**src/hw/rtl/sat_pkg.sv**
```systemverilog
// Package with constants, types and control structures of the SAT collision block.
package sat_pkg;

   localparam int MAX_VERTS = 8;
   localparam int IDX_W     = $clog2(MAX_VERTS);
   localparam int CNT_W     = IDX_W + 1;
   localparam int AX_W      = CNT_W + 1;
   localparam int PT_W      = 24;
   localparam int NRM_W     = 16;
   localparam int PROD_W    = PT_W + NRM_W;
   localparam int PROJ_W    = PROD_W + 1;
   localparam int OV_W      = PROJ_W + 1;
   localparam int HALF_W    = (OV_W + 1) / 2;
   localparam int SCL_W     = NRM_W + OV_W;
   localparam int OUT_W     = 32;
   localparam int RND_SHIFT = 28;

   localparam logic [1:0] STEP_LAST = 2'd3;

   typedef enum logic [3:0] {
      ST_IDLE,
      ST_START,
      ST_AXIS,
      ST_MUL,
      ST_ACC,
      ST_EVAL1,
      ST_EVAL2,
      ST_EVAL3,
      ST_EVAL4,
      ST_SCALE,
      ST_ROUND,
      ST_FINISH
   } state_type;

   typedef struct packed {
      logic              load;
      logic              start;
      logic              miss;
      logic              axis_load;
      logic [AX_W-1:0]   axis;
      logic              mul;
      logic              poly;
      logic [IDX_W-1:0]  point;
      logic              acc;
      logic              eval1;
      logic              eval2;
      logic              eval3;
      logic              eval4;
      logic              scale;
      logic [1:0]        scale_step;
      logic              round;
      logic              rsp_load;
   } dp_cmd_type;

   typedef struct packed {
      logic [CNT_W-1:0]  first_count;
      logic [CNT_W-1:0]  second_count;
      logic              separated;
   } dp_status_type;

endpackage

```
**src/hw/rtl/sat_controller.sv**
```systemverilog
// Controller state machine sequencing loads, axis sweeps, scaling and the result handshake.
module sat_controller (
   input  logic                    clock,
   input  logic                    reset,
   input  logic                    req_valid,
   input  logic                    req_command,
   input  logic                    req_last_vertex,
   output logic                    req_ready,
   output logic                    rsp_valid,
   input  logic                    rsp_ready,
   input  sat_pkg::dp_status_type  status,
   output sat_pkg::dp_cmd_type     cmd
);
   import sat_pkg::*;

   state_type        state_ff, state_in;
   logic [AX_W-1:0]  axis_ff, axis_in;
   logic             poly_ff, poly_in;
   logic [IDX_W-1:0] point_ff, point_in;
   logic [1:0]       step_ff, step_in;
   logic             rsp_valid_ff;
   logic [AX_W-1:0]  total_in;
   logic [CNT_W-1:0] poly_count_in;

   assign total_in      = AX_W'(status.first_count) + AX_W'(status.second_count);
   assign poly_count_in = poly_ff ? status.second_count : status.first_count;

   always_ff @(posedge clock) begin
      if (reset) begin
         state_ff     <= ST_IDLE;
         axis_ff      <= '0;
         poly_ff      <= 1'b0;
         point_ff     <= '0;
         step_ff      <= '0;
         rsp_valid_ff <= 1'b0;
      end else begin
         state_ff <= state_in;
         axis_ff  <= axis_in;
         poly_ff  <= poly_in;
         point_ff <= point_in;
         step_ff  <= step_in;
         if (cmd.rsp_load) begin
            rsp_valid_ff <= 1'b1;
         end else if (rsp_ready) begin
            rsp_valid_ff <= 1'b0;
         end
      end
   end

   always_comb begin
      state_in       = state_ff;
      axis_in        = axis_ff;
      poly_in        = poly_ff;
      point_in       = point_ff;
      step_in        = step_ff;
      req_ready      = 1'b0;
      cmd            = '0;
      cmd.axis       = axis_ff;
      cmd.poly       = poly_ff;
      cmd.point      = point_ff;
      cmd.scale_step = step_ff;
      unique case (state_ff)
         ST_IDLE: begin
            req_ready = 1'b1;
            if (req_valid) begin
               cmd.load = 1'b1;
               if (req_command && req_last_vertex) begin
                  state_in = ST_START;
               end
            end
         end
         ST_START: begin
            cmd.start = 1'b1;
            axis_in   = '0;
            if (status.first_count == '0) begin
               state_in = ST_FINISH;
            end else begin
               state_in = ST_AXIS;
            end
         end
         ST_AXIS: begin
            cmd.axis_load = 1'b1;
            poly_in       = 1'b0;
            point_in      = '0;
            state_in      = ST_MUL;
         end
         ST_MUL: begin
            cmd.mul  = 1'b1;
            state_in = ST_ACC;
         end
         ST_ACC: begin
            cmd.acc = 1'b1;
            if (CNT_W'(point_ff) + 1'b1 < poly_count_in) begin
               point_in = point_ff + 1'b1;
               state_in = ST_MUL;
            end else if (!poly_ff) begin
               poly_in  = 1'b1;
               point_in = '0;
               state_in = ST_MUL;
            end else begin
               state_in = ST_EVAL1;
            end
         end
         ST_EVAL1: begin
            cmd.eval1 = 1'b1;
            state_in  = ST_EVAL2;
         end
         ST_EVAL2: begin
            if (status.separated) begin
               cmd.miss = 1'b1;
               state_in = ST_FINISH;
            end else begin
               cmd.eval2 = 1'b1;
               state_in  = ST_EVAL3;
            end
         end
         ST_EVAL3: begin
            cmd.eval3 = 1'b1;
            state_in  = ST_EVAL4;
         end
         ST_EVAL4: begin
            cmd.eval4 = 1'b1;
            if (axis_ff + 1'b1 < total_in) begin
               axis_in  = axis_ff + 1'b1;
               state_in = ST_AXIS;
            end else begin
               step_in  = '0;
               state_in = ST_SCALE;
            end
         end
         ST_SCALE: begin
            cmd.scale = 1'b1;
            step_in   = step_ff + 1'b1;
            if (step_ff == STEP_LAST) begin
               state_in = ST_ROUND;
            end
         end
         ST_ROUND: begin
            cmd.round = 1'b1;
            state_in  = ST_FINISH;
         end
         ST_FINISH: begin
            if (!rsp_valid_ff || rsp_ready) begin
               cmd.rsp_load = 1'b1;
               state_in     = ST_IDLE;
            end
         end
         default: begin
            state_in = ST_IDLE;
         end
      endcase
   end

   assign rsp_valid = rsp_valid_ff;

   a_mul_has_points: assert property (@(posedge clock) disable iff (reset)
      (state_ff == ST_MUL) |-> (status.second_count != '0 && status.first_count != '0))
      else $error("projection started with an empty polygon");

   a_axis_in_range: assert property (@(posedge clock) disable iff (reset)
      (state_ff == ST_AXIS) |-> (axis_ff < total_in))
      else $error("axis index beyond the loaded normals");

   a_acc_after_mul: assert property (@(posedge clock) disable iff (reset)
      (state_ff == ST_ACC) |-> ($past(state_ff) == ST_MUL))
      else $error("accumulate without a product");

   a_load_sets_valid: assert property (@(posedge clock) disable iff (reset)
      cmd.rsp_load |=> rsp_valid_ff)
      else $error("result loaded but not presented");

endmodule

```
**config.mk**
```make
export PLATFORM = sky130hd
export DESIGN_NAME = sat_controller
export DESIGN_NICKNAME = d
export VERILOG_FILES = /design/src/hw/rtl/sat_pkg.sv /design/src/hw/rtl/sat_controller.sv
export SDC_FILE = /design/constraint.sdc
export NUM_CORES = 1
export LEC_CHECK = 0
export BUFFER_PORTS_ARGS = -buffer_cell sky130_fd_sc_hd__buf_2
export CAP_MARGIN = 20
export CORE_ASPECT_RATIO = 0.6
export CORE_MARGIN = 4
export CORE_UTILIZATION = 29
export DETAILED_ROUTE_END_ITERATION = 6
export PLACE_DENSITY = 0.53
export SETUP_SLACK_MARGIN = 0.15
export SLEW_MARGIN = 20
export SYNTH_ARGS = -nofsm -noshare
export SYNTH_HDL_FRONTEND = slang
export SYNTH_SLANG_ARGS = --single-unit
```
**constraint.sdc**
```tcl
create_clock -name clock -period 7.4 [get_ports clock]
set_input_delay 1.48 -clock clock [delete_from_list [all_inputs] [get_ports clock]]
set_output_delay 1.48 -clock clock [all_outputs]
set_load 0.02 [all_outputs]
```
Word level (Yosys, flattened, before mapping)
Index checks and enable logic that the tools add are counted.
- flip-flop bits (word level): 16
- bits of input ports: 15
- output and inout bits: 26
- logic and storage cells: 87
- add/sub/neg operators: 5
- $lt $le $gt $ge: 2
- equal/unequal tests: 20
- mux-type cells: 40
- reduce and logical (&&, ||, !) cells: 14
- operators with widths (kind ; number):
    4-bit one-hot mux with 12 select lines ; 1
    4-bit two-way mux ; 9
    1-bit two-way mux ; 21
    4-bit by 3-bit == test with 1-bit output, second input constant ; 4
    4-bit == test, second input constant ; 4
    2-bit != test, second input constant ; 7
    5-bit one-hot mux with 2 select lines ; 1
    3-bit two-way mux ; 3
    4-bit by 2-bit == test with 1-bit output, second input constant ; 2
    4-bit zero test ; 2
    2-bit AND reduction ; 4
    2-bit nonzero test ; 4
    3-bit one-hot mux with 2 select lines ; 1
    4-bit by 4-bit adder with 5-bit output ; 1
    5-bit by 1-bit adder with 5-bit output, second input constant ; 1
    5-bit < comparator ; 1
    5-bit two-way mux ; 1
    3-bit by 1-bit adder with 4-bit output, second input constant ; 1
    4-bit by 1-bit == test with 1-bit output, second input constant ; 1
    4-bit < comparator ; 1
    2-bit one-hot mux with 2 select lines ; 1
    4-bit AND reduction ; 1
    3-bit by 1-bit adder with 3-bit output, second input constant ; 1
    3-bit != test, second input constant ; 1
    7 further kinds ; 7

Depth between registers and ports, before layout
- word-level depth: 5
- depth in mapped cells: 10
- depth with buffers taken out: 10

Least setup slack after synthesis
Ideal clock, no wire load.
- path type: input port to output port
- start point: input port status[0] (netlist bit)
- end point: output port cmd[21] (netlist bit)
- arrival: 2.279 ns
- data required time: 5.920 ns
- path slack: 3.641 ns
- cell stages on the path: 2
- path buffers: 0
- cell sequence: inv_1 -> nor4b_1
- RTL lines (what ; RTL line ; source):
    start, declared ; sat_controller.sv:11 ; input sat_pkg::dp_status_type status,
    end, declared ; sat_controller.sv:12 ; output sat_pkg::dp_cmd_type cmd

Worst setup path in the final report
- start point: input port status[1] (netlist bit)
- end point: register state_ff[3]
- word-level cells in the longest chain between the ends: 4
- RTL lines (what ; RTL line ; source):
    4-bit by 4-bit adder with 5-bit output ; sat_controller.sv:25 ; assign total_in = AX_W'(status.first_count) + AX_W'(status.second_count);
    5-bit < comparator ; sat_controller.sv:123 ; if (axis_ff + 1'b1 < total_in) begin
    4-bit two-way mux ; sat_controller.sv:123 ;
    4-bit one-hot mux with 12 select lines ; sat_controller.sv:62 ; unique case (state_ff)
    end signal, assigned ; sat_controller.sv:37 ; state_ff <= state_in;
    end, declared ; sat_controller.sv:16 ; state_type state_ff, state_in;
Every way passes these cells.
A chain may end at the register's enable or synchronous reset.

==> key figures <==
Run status
  – Outcome: complete, no violations

Placed design
  – Routability congestion estimate from global placement: 0.816
  – Placement Cell Area: 0.00163 mm^2
  – Inst Count DP: 269
  – Port Buffer Count: 40
  – HPWL Detailed: 2800 um

Synth
  – Number of flops mapped to enable cells by yosys: 0
  – Proportion of synthesized flip-flops having asynchronous set or reset: 0
  – Adder-cell area share of the yosys netlist: 0.137
  – Primary flip-flop cell chosen by synthesis mapping: sky130_fd_sc_hd__dfxtp_1
  – Post-Synthesis Net Count: 209
  – Yosys Warn Count: 0
  – Number of instances in the synthesized netlist: 179
  – Mean post-synth cell area: 7.93 um^2
  – Share of the yosys chip area belonging to registers: 0.226
  – Post-synthesis share of cell area spent on and, or, nand and nor gates: 0.285
  – Share of the synthesized netlist area taken by xor and xnor gates: 0.0308
  – Flops & latches, synth: 16
  – Area of the mapped netlist: 0.00142 mm^2
  – Post-synthesis mux area share: 0.0432
  – Post-synthesis compound-gate area fraction: 0.209
  – Number of distinct library cells after synthesis: 46
  – Dominant combinational cell family by area after synthesis: simple AND/OR/NAND/NOR gates

Die
  – FP Rows: 19
  – Vertical die dimension: 62.2 um
  – I/O pin count: 41
  – Initial cell density of the core: 0.305
  – Overall die area: 0.00612 mm^2
  – Standard cell core area: 0.00466 mm^2
  – Die W: 98.3 um

Power and ir drop
  – Peak supply drop: 0.0000894 V
  – Gate power share: 0.423
  – Standby leakage power: 0.773 nW
  – Int Power: 202 uW
  – Net switching component of the power: 146 uW
  – Clock group share of total power: 0.225
  – Net Sw Frac: 0.420
  – Power per standard cell area: 207 mW/mm^2
  – Register share of total power: 0.352

Drt
  – Vias per inst: 4.97
  – Drt wl/cell: 13.0 um
  – Post-route DRC violation count: 0
  – Iteration-0 DRC Markers: 53
  – Routed Antenna Nets: 0
  – Count of TritonRoute iterations in the first routing pass: 4
  – Total number of vias: 1356
  – Wirelength, routed: 3540 um

Cells and area
  – Fill count: 522
  – Cell area after layout: 0.00169 mm^2
  – Most frequent cells in the layout: sky130_fd_sc_hd__buf_2 (40), sky130_fd_sc_hd__a21oi_1 (21), sky130_fd_sc_hd__dfxtp_1 (16)
  – # nets final: 241
  – Layout cells sized above 1: 0.252
  – Most frequent standard cell in the layout excluding fill and tap cells: sky130_fd_sc_hd__buf_2
  – Count of antenna diodes in the layout: 0
  – Signed area change from the synthesized netlist to the final layout: 18.8%
  – Post-layout instance count excluding filler cells: 273

Clock tree
  – Latest clock arrival within the worst-skew pair: 250 ps
  – TritonCTS clock tree: yes
  – Number of buffers created by CTS: 3
  – Clock transition at path regs: 70 ps
  – Resized Gates After CTS: 0
  – Quantity of hold-fixing buffers added after cts: 0
  – Post-CTS setup-driven buffer insertion count: 0
  – Total number of H-tree levels: 1
  – Sink count of the clock tree: 16
  – Buffer levels on the longest clock path: 2
  – Library cell used as clock root buffer: sky130_fd_sc_hd__clkbuf_8

Min path
  – Class of the worst hold path: flop to flop
  – Number of stages on the worst hold path: 2
  – Hold Path Origin: axis_ff[1]
  – End point of the worst hold path: axis_ff[1]

Critical path
  – Cell with the largest stage delay on the worst path: sky130_fd_sc_hd__fa_1
  – CP Data Required Time: 7540 ps
  – Critical path buffers and inverters: 1
  – Critical path start-end classification: primary input to flop
  – Cell Chain, Critical Path: buf_2, ha_1, fa_1, a21o_1, a21oi_1, ha_1, a21oi_1, nor2_1, a41oi_1, and3_1, o21ai_0
  – CP Launch Type: primary input
  – R2r worst-path depth: 9
  – CP Capture Type: flop
  – Startpoint of the worst-slack reg-to-reg timing path: axis_ff[0]
  – Maximum fanout along the worst path: 4
  – Kind of cell with the highest combined delay on the critical path: compound AO/OA/AOI/OAI gates
  – Flop-to-flop setup slack: 5000 ps
  – Worst EP arrival: 3750 ps
  – Worst reg2reg endpoint: state_ff[3]
  – Largest stage delay on the critical path: 400 ps

STA
  – Post-route setup TNS: 0 ps
  – Count of endpoints failing hold in the final timing report: 0
  – Setup violation total in the final timing report: 0
  – RSZ-0062 raised after global routing: no
  – Slew at the pin closest to its max-slew limit: 859 ps
  – Tmin final: 3610 ps
  – Final period utilization: 0.488
  – Maximum clock skew at final layout: 2.75 ps
  – Number of pins exceeding their max-slew limit in the final report: 0
  – Max Clk Rate: 0.277 GHz
  – Worst slew margin relative to its limit: 0.419

Global route
  – Total routing resource utilization after global routing: 0.121
  – Global-route wire length before repair: 6200 um
  – Vias in the first global route: 1289
  – Antenna violations before repair: 0
  – Maximum number of pins on one net before global-route repair: 21
  – Global-route congestion overflow total: 0

Run
  – Number of max-capacitance violations reported: 0
## power groups by stage
| stage | combinational, mW | sequential [mW] | clock [mW] |
|---|---|---|---|
| 4_1_cts | 0.148 | 0.122 | 0.0805 |
| 2_1_floorplan | 0.132 | 0.103 | 0 |
| 5_1_grt | 0.166 | 0.126 | 0.0838 |
| 3_3_place_gp | 0.148 | 0.124 | 0 |
| 3_5_place_dp | 0.148 | 0.124 | 0 |
| 6_report | 0.147 | 0.123 | 0.0784 |
## sequential cells by signal, summed over array words and instances, names as in the netlist
register	cells
axis_ff	5
point_ff	3
poly_ff	1
rsp_valid	1
state_ff	4
step_ff	2
## cell usage after synthesis (all sizes together), types with 2 or more instances
| cell type | count | area, um^2 |
|---|---|---|
| o21a | 3 | 22.5 |
| a21o | 3 | 22.5 |
| nor3 | 4 | 20.0 |
| and2 | 4 | 25.0 |
| nand2b | 7 | 43.8 |
| o21ai | 9 | 45.0 |
| ha | 14 | 175 |
| nand2 | 10 | 40.0 |
| or3b | 3 | 26.3 |
| and3 | 6 | 37.5 |
| a21oi | 21 | 105 |
| nand3b | 3 | 22.5 |
| nor2b | 2 | 12.5 |
| clkbuf | 7 | 26.3 |
| nor4b | 3 | 26.3 |
| xnor2 | 3 | 26.3 |
| dfxtp | 16 | 320 |
| nand3 | 8 | 40.0 |
| a31oi | 2 | 12.5 |
| or2 | 2 | 12.5 |
| mux2i | 5 | 50.1 |
| or4 | 2 | 15.0 |
| inv | 6 | 22.5 |
| xor2 | 2 | 17.5 |
| buf | 6 | 41.3 |
| or4b | 2 | 23.8 |
| o211ai | 5 | 37.5 |
| nor2 | 10 | 37.5 |
## cells by family (layout without fill, tap and decap cells)
kind of cell | after synthesis | in the layout
AO/OA/AOI/OAI | 48 | 48
XOR/XNOR | 5 | 5
adder cells (fa/ha/maj) | 15 | 15
buffers and inverters | 20 | 51
flip-flops | 16 | 16
multiplexers | 6 | 6
AND/OR/NAND/NOR | 69 | 69
## tightest hold or removal path: stages (launching register included)
cell and delay [ps]:
sky130_fd_sc_hd__dfxtp_1 340, sky130_fd_sc_hd__nand3_1 70, sky130_fd_sc_hd__a21oi_1 50
## cell type report
type	count	area, um^2	area share
Multi-Input combinational cell	143	1000	0.593
Clock buffer	4	55.1	0.0326
Inverter	7	31.3	0.0185
Sequential cell	16	320	0.190
Timing Repair Buffer	40	200	0.119
Tap cell	63	78.8	0.0467
## stage by stage
stage,setup WS (ps),power (mW),utilization,hold WS [ps]
floorplan,3640,0.236,-,558
global placement,3560,0.272,0.350,505
detailed placement,3530,0.272,0.350,499
CTS,3790,0.351,0.362,510
global route,3570,0.376,0.362,550
finish,3790,0.348,0.362,509
## worst max-delay path by stage
stage / start / endpoint / slack (ps) / depth (start not counted)
6_report: status[1] / state_ff[3] / 3790 / 11
5_1_grt: status[1] / state_ff[3] / 3570 / 11
4_1_cts: status[1] / axis_ff[3] / 3790 / 11
2_1_floorplan: status[0] / cmd[21] / 3640 / 2
3_5_place_dp: status[1] / axis_ff[3] / 3530 / 11
3_3_place_gp: status[1] / axis_ff[3] / 3560 / 11
## routing by layer
layer,track usage,up-vias,part of all wire
met5,0,-,0
met4,0.0153,0,0.0037
met3,0.0369,2,0.049
met2,0.164,31,0.38
met1,0.189,603,0.57
li1,-,720,-
Power figures use the tool's default switching activity.
